<file path="src/hdl/esd_pkg.sv">
package esd_pkg;

	localparam logic [7:0] CH_BACKSLASH = 8'h5C;
	localparam logic [7:0] CH_N         = 8'h6E;
	localparam logic [7:0] CH_R         = 8'h72;
	localparam logic [7:0] CH_T         = 8'h74;
	localparam logic [7:0] CH_X         = 8'h78;
	localparam logic [7:0] CH_ZERO      = 8'h30;
	localparam logic [7:0] CH_SEVEN     = 8'h37;
	localparam logic [7:0] CH_NINE      = 8'h39;
	localparam logic [7:0] CH_LC_A      = 8'h61;
	localparam logic [7:0] CH_LC_F      = 8'h66;
	localparam logic [7:0] CH_UC_A      = 8'h41;
	localparam logic [7:0] CH_UC_F      = 8'h46;
	localparam logic [7:0] CH_LF        = 8'h0A;
	localparam logic [7:0] CH_CR        = 8'h0D;
	localparam logic [7:0] CH_TAB       = 8'h09;

	// output queue: room for one item's two results plus two in flight
	localparam int QDEPTH = 4;
	localparam int QAW    = $clog2(QDEPTH);
	localparam int QCW    = $clog2(QDEPTH + 1);

	typedef struct packed {
		logic       last;
		logic [7:0] data;
	} esd_beat_t;

	function automatic logic is_hex(input logic [7:0] b);
		return (b >= CH_ZERO && b <= CH_NINE) || (b >= CH_LC_A && b <= CH_LC_F) ||
			(b >= CH_UC_A && b <= CH_UC_F);
	endfunction

	function automatic logic [3:0] hex_val(input logic [7:0] b);
		logic [7:0] v;
		if (b <= CH_NINE) begin
			v = b - CH_ZERO;
		end else if (b >= CH_LC_A) begin
			v = b - CH_LC_A + 8'd10;
		end else begin
			v = b - CH_UC_A + 8'd10;
		end
		return v[3:0];
	endfunction

	function automatic logic is_oct(input logic [7:0] b);
		return b >= CH_ZERO && b <= CH_SEVEN;
	endfunction

endpackage

</file>
<file path="src/hdl/escape_sequence_decoder.sv">
// escape_sequence_decoder
//
// Decodes C-style escapes in a byte stream. Input beats arrive on the s_ side
// (one source byte per beat, s_tlast on the final byte of a string); decoded
// bytes leave on the m_ side with m_tlast on the final decoded byte.
//
// Each result is registered into the output queue as its beat is accepted.
// A backslash, x or 0 opener, or a first digit may produce nothing; a
// non-digit ending a numeric escape gives two beats, one if it opens an escape.
// Throughput: one input beat per cycle while outputs are taken at one per
// cycle; the decode is a single pass of small logic into a 4-entry output
// queue, and s_tready is held high while the queue has room for two beats.
// When the receiver stalls, results collect in the queue and s_tready falls
// once fewer than two entries are free; nothing is dropped.
// Reset (arst_n low) empties the queue and returns the decoder to plain text
// mode with no escape in progress.
module escape_sequence_decoder (
	input  logic       clk,
	input  logic       arst_n,
	input  logic       s_tvalid,
	output logic       s_tready,
	input  logic [7:0] s_tdata,  // [7:0] in_byte
	input  logic       s_tlast,  // in_last
	output logic       m_tvalid,
	input  logic       m_tready,
	output logic [7:0] m_tdata,  // [7:0] out_byte
	output logic       m_tlast   // out_last
);
	import esd_pkg::*;

	typedef enum logic [1:0] {
		MODE_PLAIN = 2'd0,
		MODE_ESC   = 2'd1,
		MODE_HEX   = 2'd2,
		MODE_OCT   = 2'd3
	} mode_t;

	// decoder state
	mode_t      mode_q, mode_d;
	logic       digit_q, digit_d;  // one digit already taken
	logic [7:0] value_q, value_d;

	// output queue
	esd_beat_t        queue_q [QDEPTH];
	logic [QAW-1:0]   head_q, tail_q;
	logic [QCW-1:0]   count_q;

	logic       in_fire, out_fire;
	logic       is_digit;
	logic [7:0] digit_value;
	esd_beat_t  res0, res1;
	logic       res0_v, res1_v;
	logic [1:0] push_n;

	assign in_fire  = s_tvalid && s_tready;
	assign out_fire = m_tvalid && m_tready;

	// room for a worst-case pair of results
	assign s_tready = count_q <= QCW'(QDEPTH - 2);
	assign m_tvalid = count_q != '0;
	assign m_tdata  = queue_q[head_q].data;
	assign m_tlast  = queue_q[head_q].last;

	// digit check and value accumulation, radix set by the escape kind
	assign is_digit = (mode_q == MODE_HEX) ? is_hex(s_tdata) : is_oct(s_tdata);
	assign digit_value = (mode_q == MODE_HEX) ? {value_q[3:0], hex_val(s_tdata)} :
		{value_q[4:0], s_tdata[2:0]};

	always_comb begin
		res0_v  = 1'b0;
		res1_v  = 1'b0;
		res0    = '{last: s_tlast, data: s_tdata};
		res1    = '{last: s_tlast, data: s_tdata};
		mode_d  = mode_q;
		digit_d = digit_q;
		value_d = value_q;
		case (mode_q)
			MODE_PLAIN: begin
				if (s_tdata == CH_BACKSLASH && !s_tlast) begin
					mode_d = MODE_ESC;
				end else begin
					res0_v = 1'b1;
				end
			end
			MODE_ESC: begin
				mode_d = MODE_PLAIN;
				res0_v = 1'b1;
				if (s_tdata == CH_N) begin
					res0.data = CH_LF;
				end else if (s_tdata == CH_R) begin
					res0.data = CH_CR;
				end else if (s_tdata == CH_T) begin
					res0.data = CH_TAB;
				end else if (s_tdata == CH_X || s_tdata == CH_ZERO) begin
					value_d   = '0;
					digit_d   = 1'b0;
					res0.data = '0;
					if (!s_tlast) begin
						res0_v = 1'b0;
						mode_d = (s_tdata == CH_X) ? MODE_HEX : MODE_OCT;
					end
				end
			end
			MODE_HEX, MODE_OCT: begin
				if (is_digit) begin
					value_d = digit_value;
					if (digit_q || s_tlast) begin
						res0_v    = 1'b1;
						res0.data = digit_value;
						mode_d    = MODE_PLAIN;
						digit_d   = 1'b0;
					end else begin
						digit_d = 1'b1;
					end
				end else begin
					// value first, then the byte as plain text unless it opens an escape
					res0_v  = 1'b1;
					res0    = '{last: 1'b0, data: value_q};
					digit_d = 1'b0;
					if (s_tdata == CH_BACKSLASH && !s_tlast) begin
						mode_d = MODE_ESC;
					end else begin
						res1_v = 1'b1;
						mode_d = MODE_PLAIN;
					end
				end
			end
			default: begin
				mode_d = MODE_PLAIN;
			end
		endcase
	end

	assign push_n = in_fire ? ({1'b0, res0_v} + {1'b0, res1_v}) : 2'd0;

	always_ff @(posedge clk or negedge arst_n) begin
		if (!arst_n) begin
			mode_q  <= MODE_PLAIN;
			digit_q <= 1'b0;
			value_q <= '0;
			head_q  <= '0;
			tail_q  <= '0;
			count_q <= '0;
		end else begin
			if (in_fire) begin
				mode_q  <= mode_d;
				digit_q <= digit_d;
				value_q <= value_d;
			end
			if (out_fire) begin
				head_q <= head_q + QAW'(1);
			end
			tail_q  <= tail_q + QAW'(push_n);
			count_q <= count_q + QCW'(push_n) - QCW'(out_fire);
		end
	end

	// queue storage, no reset needed
	always_ff @(posedge clk) begin
		if (in_fire && res0_v) begin
			queue_q[tail_q] <= res0;
		end
		if (in_fire && res1_v) begin
			queue_q[tail_q + QAW'(1)] <= res1;
		end
	end

endmodule

</file>
<file path="config.mk">
export PLATFORM = sky130hd
export DESIGN_NAME = escape_sequence_decoder
export DESIGN_NICKNAME = d
export VERILOG_FILES = /design/src/hdl/esd_pkg.sv /design/src/hdl/escape_sequence_decoder.sv
export SDC_FILE = /design/constraint.sdc
export NUM_CORES = 1
export LEC_CHECK = 0
export ABC_AREA = 1
export BUFFER_PORTS_ARGS = -buffer_cell sky130_fd_sc_hd__buf_2
export CAP_MARGIN = 0
export CORE_AREA = 8 8 95 97
export DETAILED_ROUTE_END_ITERATION = 10
export DIE_AREA = 0 0 103 105
export GPL_TIMING_DRIVEN = 0
export PLACE_DENSITY = 0.72
export SETUP_SLACK_MARGIN = 0.15
export SLEW_MARGIN = 30
export SYNTH_ARGS = -nofsm -noshare
export SYNTH_HDL_FRONTEND = slang
export SYNTH_SLANG_ARGS = --single-unit
</file>
<file path="constraint.sdc">
create_clock -name clk -period 7 [get_ports clk]
set_input_delay 0.35 -clock clk [delete_from_list [all_inputs] [get_ports clk]]
set_output_delay 0.35 -clock clk [all_outputs]
set_load 0.005 [all_outputs]
</file>
==> run metrics <==
status complete, no violations; met1 usage between 20% and 30%; DR vias about 3,400; register clock-pin slew on the reported worst setup and hold paths approximately 0.10 ns; Worst Path Required roughly 7.2 ns; LEAKAGE approximately 0.0018 uW; Final Hold Slack 0.4515 ns; Switching Fraction a little over two fifths; final setup vio count 0; # DRC 0; IO Pins 24; die area approximately 11,000 um2; Worst Path Max Fanout 8; DRT iter0 DRCs roughly 240; # hold bufs at CTS 1; H-tree levels 2; TritonCTS Sinks 54; kind of critical path in -> reg; initial core utilization between 40% and 50%; Multi-input gate area roughly 1800 um2; Routed Antenna Nets 0; power per standard cell area roughly 300 nW/um2; Worst Setup End Kind register; global route overflow 0; max_cap viols 0; M3 GR Usage around 2.3%; final hold vios 0; total CTS buffers 5; antenna violations before repair 0; fill count around 750; largest net degree at the start of global routing 19; final non-filler cell total 622; VDD IR max between 0.1 and 0.15 mV; first-pass GRT wire length 16,040 um; Core Area ~7500 um2; synth-to-layout area growth 9.386%; #FFs+latches synth between 50 and 60; Int Pwr 716.1 uW; commonest non-fill, non-tap cell in the layout nand2_1; Hold/Removal Path Class in -> reg; most frequent cells in the layout nand2_1 (153), nand3_1 (59), inv_1 (46); Setup crit start s_tdata[1]; clock skew around 0.0065 ns; number of buffers added on ports 18; CTS tree yes; CP startpoint kind input pin; Max Slew Vio Count 0; fmax about 260 MHz; PostCTS Resize Cnt 0; Nets approximately 540; Crit Reg-Reg Startpoint mode_q[1]$_DFFE_PN0P_; Cells after Synth around 490; Logic pwr share 43.9%; final wirelength 9731 um; M2 GR Usage a little under a third; synthesized cell area 3666 um2; Placed Cells ~610; Yosys warnings 0; fin crit share around 54%; FP Rows 32; Synth cell types 33; CTS root buf clkbuf_8; Syn Area/Cell 7.436 um2; fraction of layout cells with a size suffix above 1 between 10% and 20%; worst-margin pin slew 0.7536 ns; DP Worst Slack about 3 ns; GR peak layer met2; total area of sequential cells between 1500 and 2000 um2; Post-CTS Setup Bufs 0; Clk Latency, worst-skew pair around 0.32 ns; first drt pass iteration count 5; Clock Tree Buf Depth 2; hold path start s_tdata[4]; sequential share of power 38.2%; max_slew headroom 49.58%; Placer Congestion 0.9283; Die X about 100 um; minimum clock period between 3 and 4 ns; Fin Setup TNS 0 ns; net count after synthesis just over 500; # diodes 0; hpwl dp between 7000 and 8000 um; RSZ-0062 raised after global routing no; P_sw between 500 and 600 uW; Clock power frac around 18%; DR vias/cell approximately 5.4; Die H about 110 um; critical path arrival around 4.0 ns; Total Routing Usage GR 18.64%; register area share after synthesis about two fifths; vias in the first global route approximately 3,200; setup ws final ~3.2 ns; WL per Instance 15.64 um
-- synthesized netlist by cell type --
cell type,count,area share [%]
nand2_1,153,16
nand3_1,59,8.1
inv_1,46,4.7
nor2_1,44,4.5
edfxtp_1,36,29
o21ai_0,32,4.4
dfrtp_1,18,12
o22ai_1,17,2.9
clkbuf_1,10,1.0
ha_1,9,3.1
nand4_1,9,1.5
buf_2,7,0.96
a21oi_1,6,0.82
inv_2,5,0.51
nand3_2,5,1.4
xor2_1,5,1.2
and2_1,4,0.68
buf_6,3,0.92
nor2_4,3,0.92
o41ai_1,3,0.72
buf_4,2,0.41
clkinv_1,2,0.20
nand2_4,2,0.61
nor3_1,2,0.27
o21ai_1,2,0.27
xnor2_1,2,0.48
a21boi_0,1,0.20
fa_1,1,0.55
nand2_2,1,0.17
nor3_2,1,0.27
nor3_4,1,0.44
o211ai_1,1,0.20
o31ai_1,1,0.20
-- worst paths after layout --
path,endpoint,slack (ns),cells past startpoint
max in group asynchronous,count_q[1]$_DFF_PN0_,6.17,2
worst min-delay path,queue_q[1][4]$_DFFE_PP_,0.45,3
worst max-delay path,count_q[2]$_DFF_PN0_,3.22,22
min in group asynchronous,count_q[2]$_DFF_PN0_,0.51,2
worst min register to register,count_q[2]$_DFF_PN0_,0.52,1
worst max register to register,count_q[2]$_DFF_PN0_,3.52,18
-- critical path, stage by stage --
cell and delay [ns]:
buf_2 0.11, clkbuf_1 0.22, inv_1 0.22, ha_1 0.28, inv_1 0.08, nor2_1 0.10
nand3_1 0.11, o21ai_1 0.23, inv_1 0.10, nor3_1 0.24, a21oi_1 0.17, nand2_1 0.14
inv_1 0.05, ha_1 0.26, nand2_1 0.08, ha_1 0.30, inv_1 0.06, ha_1 0.14
inv_1 0.05, fa_1 0.39, xnor2_1 0.18, xor2_1 0.17
-- cell type report --
cell class	count	area share [%]
Clock buffer	5	1.716
Tap cell	102	3.183
Buffer	22	3.027
Timing Repair Buffer	19	2.496
Inverter	53	4.961
Clock inverter	3	1.186
Multi-Input combinational cell	364	45.24
Sequential cell	54	38.19
-- registers in the layout, summed over array words and instances, names as in the netlist --
register and count:
head_q 2, queue_q 36, mode_q 2, digit_q 1, tail_q 2, count_q 3
value_q 8
-- layer usage --
layer / part of all wire (%) / vias to the layer above
met2: 49 / 105
met4: 2.6 / 0
met1: 44 / 1552
li1: - / 1684
met5: 0 / -
met3: 4.5 / 21
-- stage by stage --
stage               instance area [um2]  total power [uW]  utilization, %
floorplan                          3666             838.0               -
global route                       4010              1332           53.27
detailed placement                 3884              1020           51.60
global placement                   3884             992.9           51.60
CTS                                4010              1242           53.27
finish                             4010              1237           53.27
-- cell families (layout without fill, tap and decap cells) --
group | after synthesis | count (layout) | synth area share [%]
flip-flops | 54 | 54 | 41.77
AND/OR/NAND/NOR | 284 | 284 | 34.51
AO/OA/AOI/OAI | 63 | 63 | 9.693
XOR/XNOR | 7 | 7 | 1.672
adder cells (fa/ha/maj) | 10 | 10 | 3.618
buffers and inverters | 75 | 102 | 8.737
-- power by group through the flow --
stage	sequential, uW	combinational, uW	clock [uW]
after CTS	471	545	225
after floorplan	467	371	0
final	472	543	222
after global routing	478	617	237
after detailed placement	478	542	0
after global placement	476	517	0
No activity file was read; power rests on OpenSTA's default activity.
